File: config.mk
export PLATFORM = sky130hd
export DESIGN_NAME = btgr_ctrl
export DESIGN_NICKNAME = d
export VERILOG_FILES = /design/src/design/btgr_pkg.sv /design/src/design/btgr_ctrl.sv
export SDC_FILE = /design/constraint.sdc
export NUM_CORES = 1
export LEC_CHECK = 0
export BUFFER_PORTS_ARGS = -buffer_cell sky130_fd_sc_hd__buf_2
export CORE_AREA = 2 2 39 41
export DETAILED_ROUTE_END_ITERATION = 8
export DIE_AREA = 0 0 41 43
export GPL_TIMING_DRIVEN = 1
export PLACE_DENSITY = 0.4
export RECOVER_POWER = 100
export SLEW_MARGIN = 0
export SYNTH_ARGS = -nofsm -noshare
export SYNTH_HDL_FRONTEND = slang
export SYNTH_SLANG_ARGS = --single-unit
export TNS_END_PERCENT = 5
File: constraint.sdc
create_clock -name clk -period 1.31 [get_ports clk]
set_input_delay 0.1965 -clock clk [delete_from_list [all_inputs] [get_ports clk]]
set_output_delay 0.1965 -clock clk [all_outputs]
set_load 0.05 [all_outputs]
File: src/design/btgr_pkg.sv
// ----------------------------------------------------------------------------
// btgr_pkg
// Shared types and constants for the 8x16 bitmap glyph renderer: command
// codes, register indexes, beat payloads and the controller/datapath link.
// ----------------------------------------------------------------------------
package btgr_pkg;

    // Glyph geometry that does not vary
    localparam int unsigned GLYPH_COLS = 8;
    localparam int unsigned LINE_STEP  = 16;

    // Configuration port
    localparam int unsigned CFG_IDX_W  = 3;
    localparam int unsigned CFG_DATA_W = 32;

    typedef enum logic [CFG_IDX_W-1:0] {
        REG_COLOUR         = 3'd0,
        REG_SCREEN_WIDTH   = 3'd1,
        REG_SCREEN_HEIGHT  = 3'd2,
        REG_SCANLINE_PITCH = 3'd3,
        REG_GLYPH_STRIDE   = 3'd4
    } cfg_reg_t;

    // Command codes carried in the input beat
    typedef enum logic [1:0] {
        CMD_LOAD = 2'd0,
        CMD_DRAW = 2'd1,
        CMD_MOVE = 2'd2
    } command_t;

    // Input beat
    typedef struct packed {
        logic [1:0]  command;
        logic [7:0]  char_code;
        logic [11:0] font_address;
        logic [7:0]  font_byte;
        logic [11:0] new_x;
        logic [12:0] new_y;
    } in_item_t;

    // Output beat: one framebuffer row write
    typedef struct packed {
        logic [25:0] pixel_index;
        logic [7:0]  lane_mask;
        logic [31:0] pixel_colour;
        logic        off_screen;
        logic        last;
    } out_item_t;

    // Controller state
    typedef enum logic {
        ST_IDLE = 1'b0,
        ST_DRAW = 1'b1
    } ctrl_state_t;

    // Controller to datapath commands
    typedef struct packed {
        logic load;   // write a font byte
        logic move;   // set the cursor
        logic draw;   // start a glyph: set up row walk, advance cursor
        logic issue;  // read one glyph row
        logic last;   // the issued row is the final one
    } ctl_cmd_t;

    // Datapath to controller status
    typedef struct packed {
        logic slot_free;  // a row read may be issued this cycle
    } dp_stat_t;

endpackage

File: src/design/btgr_ctrl.sv
// ----------------------------------------------------------------------------
// btgr_ctrl
// Command decode and row sequencer. Takes one input beat while idle and,
// for a draw, walks the glyph rows, issuing one row read per free slot.
// ----------------------------------------------------------------------------
module btgr_ctrl #(
    parameter int unsigned GLYPH_ROWS = 16
) (
    input  logic                clk,
    input  logic                rst_n,
    input  logic                in_valid,
    input  logic [1:0]          command,
    output logic                in_stall,
    input  btgr_pkg::dp_stat_t  stat,
    output btgr_pkg::ctl_cmd_t  cmd
);

    localparam int unsigned ROW_W = $clog2(GLYPH_ROWS);

    btgr_pkg::ctrl_state_t state_reg, state_next;
    logic [ROW_W-1:0]      row_reg, row_next;
    logic                  accept;
    logic                  final_row;

    assign accept    = in_valid && (state_reg == btgr_pkg::ST_IDLE);
    assign final_row = (row_reg == ROW_W'(GLYPH_ROWS - 1));

    // State and row counter
    always_ff @(posedge clk or negedge rst_n)
    begin
        if (!rst_n)
        begin
            state_reg <= btgr_pkg::ST_IDLE;
            row_reg   <= '0;
        end
        else
        begin
            state_reg <= state_next;
            row_reg   <= row_next;
        end
    end

    // Next state and commands
    always_comb
    begin
        state_next = state_reg;
        row_next   = row_reg;
        cmd        = '0;
        in_stall   = 1'b1;
        unique case (state_reg)
            btgr_pkg::ST_IDLE:
            begin
                in_stall = 1'b0;
                if (accept)
                begin
                    cmd.load = (command == btgr_pkg::CMD_LOAD);
                    cmd.move = (command == btgr_pkg::CMD_MOVE);
                    cmd.draw = (command == btgr_pkg::CMD_DRAW);
                    if (command == btgr_pkg::CMD_DRAW)
                    begin
                        state_next = btgr_pkg::ST_DRAW;
                        row_next   = '0;
                    end
                end
            end
            btgr_pkg::ST_DRAW:
            begin
                // Issue a row whenever the pending stage can take it
                if (stat.slot_free)
                begin
                    cmd.issue = 1'b1;
                    cmd.last  = final_row;
                    if (final_row)
                    begin
                        state_next = btgr_pkg::ST_IDLE;
                        row_next   = '0;
                    end
                    else
                    begin
                        row_next = row_reg + ROW_W'(1);
                    end
                end
            end
            default:
            begin
                state_next = btgr_pkg::ST_IDLE;
            end
        endcase
    end

endmodule

======== Yosys cells after proc, flatten, opt, wreduce, memory -nomap -nowiden ========
Cells that the tools add are included.
word-level totals
  register bits ........................... 5
  input bits .............................. 6
  output and inout bits ................... 6
  logic and storage cells ................. 28
operators by class
  add/sub/neg operators ................... 1
  equal/unequal tests ..................... 6
  muxes and demuxes ....................... 15
  bitwise gates (word level) .............. 1
  reductions and logical operators ........ 3
operator list
  operator               count
  $mux W4                4
  $pmux W4 S2            1
  $mux W3                2
  $mux W1                5
  $add A4 B1 Y4 const B  1
  $eq A4 B4 Y1 const B   1
  $mux W2                2
  $ne A2 B2 Y1 const B   2
  $reduce_and A3 Y1      1
  $eq A2 B1 Y1 const B   1
  $eq A2 B2 Y1 const B   1
  $logic_not A2 Y1       1
  $ne A2 B1 Y1 const B   1
  $pmux W1 S2            1
  $logic_and A1 B1 Y1    1
  $not A1 Y1             1

======== Logic depth before layout (Yosys ltp) ========
Gate-level depths: netlist (run 1).
  depth in word-level cells ............... 4
  mapped depth ............................ 4

======== Least setup slack after synthesis (run 1) ========
Ideal clock, no wire load.
  path kind ............................... flip-flop to output port
  start ................................... register state_reg
  end ..................................... output cmd[4] (netlist name)
  data arrival time ....................... 2490 ps
  data required time ...................... 1113 ps
  setup slack ............................. -1376 ps
  cell stages (with the launch flop) ...... 3
  path buffers ............................ 1
  cells stage by stage .................... dfrtp_1 buf_2 nor4b_1
RTL lines
  item                    RTL line         text
  start, declared         btgr_ctrl.sv:20  btgr_pkg::ctrl_state_t state_reg, state_next;
  start signal, assigned  btgr_ctrl.sv:33  state_reg <= btgr_pkg::ST_IDLE;
  start signal, assigned  btgr_ctrl.sv:38  state_reg <= state_next;
  end, declared           btgr_ctrl.sv:15  output btgr_pkg::ctl_cmd_t cmd

==> results.md, run 1 <==
- Syn_nets: 40
- Met3 Track Usage GR: 4.71%
- CP cell instances: nor4bb_4, buf_6
- HPWL after DPL: 545 µm
- Synthesized area: approximately 290 µm²
- Clock Path Buffers: 2
- Final period util: 106%
- Clock transition at the registers of the reported paths: 0.05 ns
- Data arrival time of the worst path: 1.19 ns
- Top cells by count, synth: nand3_1, dfrtp_1, inv_1, nand2_1
- Psw: 0.396 mW
- CP max FO: 7
- Most common cell in the synthesized netlist: nand3_1
- Status: finished with violations
- Number of global-route vias before repair: 339
- # diodes: 0
- TritonRoute pass-1 iters: 2
- Violated checks: setup timing
- P_int: between 0.5 and 0.6 mW
- Via Count: about 320
- Slew headroom: 80.5%
- Cell accounting for the most synthesized area: dfrtp_1
- Post-synthesis sequential area ratio: 42.6%
- Endpoints failing hold: 0
- Total track usage: between 10% and 20%
- Seq cells post-synth: 5
- Syn. warnings: 0
- Initial antenna violation count: 0
- Total clock sinks: 5
- WP data required: 1.11 ns
- Via density: 4.60
- PwrDens: approximately 1900 mW/mm²
- Placement Rows: 14
- Residual DRC: 0
- Slew @ Worst Pin: 0.293 ns
- Fin Hold WS: 0.260 ns
- Max VDD drop: 0.000690 V
- TritonCTS clock tree: built
- Port Buffers: 11
- M1 GR Usage: 14.8%
- Clock power frac: 18.9%
- Finished Core Util: 36.8%
- TritonCTS buffer count: 3
- Worst Hold Class: input pin to flop
- DIE AREA: 0.00176 mm²
- Clock Tree Root: clkbuf_4
- Top-Level Pins: 12
- GRT overflow: 0
- Worst Setup Path Type: flop to output pin
- Max reg flops: 4
- DP Worst Slack: 0.0345 ns
- Clk_lat worst skew: 0.24 ns
- Unrepaired setup endpoints after global routing: true
- Nets@finish: slightly above 60
- Final min period: 1.38 ns
- Iter 0 DRT Violations: 4
- Max Cap Viol: 0
- Final non-filler cell area: just over 500 µm²
- Register area: 126 µm²
- Main synth FF type: dfrtp_1
- Final worst slack: -0.0729 ns
- Fraction of layout cells with a size suffix above 1: 48.1%
- Placed Area: 418 µm²
- Area occupied by multi-input gates: 189 µm²
- Ranking of synthesized cells by area: dfrtp_1, nand3_1, ha_1
- Endpoints failing setup: 5
- Syn Inst Count: 33
- Asr flop ratio synth: 100%
- Highest clock rate: 0.723 GHz
- Share of power burned in registers: 31.8%
- Die width: 41 µm
- Final clock skew: 0.00401 ns
- Avg Inst Size Synth: 8.91 µm²
- Filler cells: 149
- First-pass GRT wire length: 1360 µm
- Average wire per standard cell: 10.5 µm
- CP max-delay cell: dfrtp_2
- GP Congestion: 0.717
- Number of synthesized flops with an enable pin: 0
- Comb power frac: 49.3%
- Crit end category: output pin
- Core area: about 0.0014 mm²
- DRT antenna net count: 0
- Netlist cell types: 19
- Area share of the largest cell type after synthesis: 42.6%
- Sw Ratio: 41.4%
- Total Wirelength: 736 µm
- Max Slew Vio Count: 0
- Pleak: 0.251 nW
- Initial Utilization: 21.2%
- Pin count of the biggest net entering global routing: 8
- Die Ht: between 40 and 50 µm
- Met2 GRT Util: 15.9%
- Gr busiest metal: met2
- CP Launch Type: flop
- H-tree depth: 1
- Area growth syn-to-layout: 73.2%
- Max incr delay on CP: about 0.47 ns
## cells in the final DEF (no fill, tap or decap), drive strengths merged, types with 2 or more instances in the layout
cell type and instances:
buf 14, nand3 9, clkbuf 7, dfrtp 5, inv 3, nand2 3
o21ai 2
## critical path, delay by kind of cell (launching register included)
family | cells | cell delay [ns]
and+or+nand+nor | 1 | 0.28
buffers and inverters | 1 | 0.19
DFF | 1 | 0.47
## area by class of cell
cell class                      instances  share of cell area (%)
Inverter                                3                    2.21
Tap cell                               16                    3.93
Clock buffer                            4                    5.16
Sequential cell                         5                    24.8
Multi-Input combinational cell         24                    37.1
Timing Repair Buffer                   18                    26.8
## stage by stage
stage          instances  total power, mW  TNS, ns
5_1_grt               70             1.04   -0.607
3_5_place_dp          62            0.692        0
6_report              70            0.956   -0.218
4_1_cts               70            0.966   -0.277
2_1_floorplan         33            0.601   -0.810
3_3_place_gp          62            0.698        0
## path summary, 6_finish.rpt
path / start / endpoint / slack [ns] / cells past startpoint
setup / recovery: state_reg / cmd[3] / -0.07 / 2
hold / removal: stat / row_reg[1] / 0.26 / 3
setup reg to reg: state_reg / row_reg[3] / 0 / 4
hold reg to reg: row_reg[2] / row_reg[2] / 0.50 / 1
max in group asynchronous: rst_n / state_reg / 0.72 / 2
min in group asynchronous: rst_n / row_reg[3] / 0.34 / 2
## per-layer routing
layer  vias up  share of wire, %
li1        160                 -
met1       150                42
met2        10                52
met3         2               5.0
met4         0              0.82
met5         -                 0
## kinds of logic after synthesis
family | after synthesis | synth area share (%)
multiplexers | 1 | 3.40
AND/OR/NAND/NOR | 19 | 39.2
AO/OA/AOI/OAI | 3 | 5.10
adder cells (fa/ha/maj) | 1 | 4.25
buffers and inverters | 4 | 5.53
flip-flops | 5 | 42.6
## repair_timing
action                                  CTS  global route
resized for setup                        10             2
hold buffers                              1             0
endpoints found under the setup margin    5             7
gates cloned                              0             0
hold endpoints to repair                  5             0
setup buffers                             3             0
## power groups by stage
| stage | Clock (mW) | Combinational [mW] | Sequential, mW |
|---|---|---|---|
| floorplan | 0 | 0.276 | 0.325 |
| global placement | 0 | 0.382 | 0.317 |
| detailed placement | 0 | 0.374 | 0.318 |
| CTS | 0.194 | 0.468 | 0.304 |
| global route | 0.201 | 0.522 | 0.319 |
| finish | 0.180 | 0.472 | 0.304 |
No activity file was read; power rests on OpenSTA's default activity.
==> run 2: changes to the inputs <==
- CELL_PAD_IN_SITES_DETAIL_PLACEMENT: default -> 1
- CELL_PAD_IN_SITES_GLOBAL_PLACEMENT: default -> 1
- PLACE_DENSITY: 0.4 -> 0.52
==> results.md, run 2 (same netlist as run 1, synthesis figures left out) <==
- Area occupied by multi-input gates: 209 µm²
- Initial antenna violation count: 0
- GP Congestion: roughly 0.77
- First-pass GRT wire length: 1780 µm
- Share of power burned in registers: between 20% and 30%
- Max VDD drop: 0.000638 V
- Register area: 126 µm²
- Area growth syn-to-layout: 88.5%
- TritonCTS buffer count: 3
- Crit end category: output pin
- Iter 0 DRT Violations: 1
- Port Buffers: 11
- GRT overflow: 0
- TritonCTS clock tree: built
- Crit-path leading delay family: flip-flops
- Pwr Total: 1.07 mW
- Placement Rows: 14
- Max reg flops: 4
- Worst Hold Class: input pin to flop
- Die Ht: between 40 and 50 µm
- Final min period: 1.46 ns
- Final period util: 111%
- Clock Tree Root: clkbuf_4
- P_int: 0.614 mW
- CP max-delay cell: dfrtp_2
- Initial Utilization: 21.2%
- Number of global-route vias before repair: 412
- Psw: 0.458 mW
- PwrDens: 1930 mW/mm²
- Die width: 41 µm
- HPWL after DPL: 765 µm
- CP Launch Type: flop
- Max Cap Viol: 0
- CP cell instances: buf_4, nor4b_4, buf_6
- Sw Ratio: 42.7%
- Comb power frac: a little over half
- Most frequent cells in the layout: nand3_1, buf_4, buf_6
- Pin count of the biggest net entering global routing: 6
- Worst Setup Path Type: flop to output pin
- Slew @ Worst Pin: roughly 0.30 ns
- WP data required: 1.11 ns
- Max incr delay on CP: 0.44 ns
- Total Wirelength: between 1000 and 1500 µm
- Clk_lat worst skew: 0.26 ns
- Total clock sinks: 5
- DIE AREA: 0.00176 mm²
- # diodes: 0
- TritonRoute pass-1 iters: 2
- Total track usage: 15.8%
- Unrepaired setup endpoints after global routing: true
- Residual DRC: 0
- WP buf/inv: 2
- Leading cell type in the layout, fill and taps excluded: nand3_1
- Via density: between 4 and 5
- Status: finished with violations
- Final worst slack: -0.146 ns
- H-tree depth: 1
- Final clock skew: 0.00693 ns
- Slew headroom: 79.7%
- Fin Hold WS: 0.270 ns
- Violated checks: setup timing
- Filler cells: 159
- Clock transition at the registers of the reported paths: approximately 0.050 ns
- Clock Path Buffers: 2
- Max Slew Vio Count: 0
- Core area: 0.00138 mm²
- Nets@finish: between 60 and 70
- Highest clock rate: 0.687 GHz
- DRT antenna net count: 0
- Endpoints failing hold: 0
- Clock power frac: 18.3%
- Data arrival time of the worst path: 1.26 ns
- CP max FO: 5
- Via Count: 356
- Pleak: 0.268 nW
- Endpoints failing setup: 6
- Top-Level Pins: 12
- Fraction of layout cells with a size suffix above 1: 51.8%
- Average wire per standard cell: 14.6 µm
==> run 2: worst min-delay path, delay by kind of cell <==
kind                   cells  cell delay [ns]
buffers and inverters      1             0.14
AND/OR/NAND/NOR            2             0.14
==> run 2: layout make-up <==
| cell class | instances | share of cell area, % |
|---|---|---|
| multi-input combinational | 24 | 37.7 |
| sequential | 5 | 22.8 |
| tap | 16 | 3.61 |
| timing repair buffer | 20 | 29.1 |
| clock buffer | 4 | 4.74 |
| inverter | 3 | 2.03 |
==> run 2: timing repair <==
action	4_1_cts	5_1_grt
gates resized for setup	16	1
endpoints found under the setup margin	5	7
hold buffers	1	0
hold endpoints to repair	5	0
setup buffers	2	0
==> run 2: stage by stage <==
stage	utilization (%)	cell area, µm²	setup TNS (ns)	std cells	worst slack [ns]
floorplan	-	332	-0.810	33	-0.239
global placement	31.8	440	0	65	0.0282
detailed placement	31.8	440	-0.0270	65	-0.0270
CTS	40.0	553	-0.492	72	-0.159
global route	40.1	554	-0.841	72	-0.211
finish	40.1	554	-0.467	72	-0.146
==> run 2: power groups by stage <==
stage	Sequential (mW)	Clock, mW	Combinational [mW]
6_report	0.303	0.196	0.573
5_1_grt	0.314	0.217	0.622
4_1_cts	0.299	0.197	0.571
3_5_place_dp	0.316	0	0.444
3_3_place_gp	0.305	0	0.427
2_1_floorplan	0.325	0	0.276
==> run 2: path summary, 6_finish.rpt <==
path | end | depth (start not counted) | startpoint | slack [ns]
hold / removal | row_reg[1] | 3 | stat | 0.27
setup / recovery | cmd[4] | 3 | state_reg | -0.15
hold reg to reg | row_reg[2] | 1 | row_reg[2] | 0.52
setup reg to reg | row_reg[3] | 4 | state_reg | 0.01
min in group asynchronous | row_reg[3] | 2 | rst_n | 0.33
max in group asynchronous | state_reg | 2 | rst_n | 0.74
==> run 2: metal layers <==
layer,global-route usage (%),vias to the layer above,share of wire [%]
li1,-,165,-
met1,15.5,174,37
met3,3.14,5,4.8
met4,12.0,0,3.6
met5,0,-,0
met2,26.6,12,55
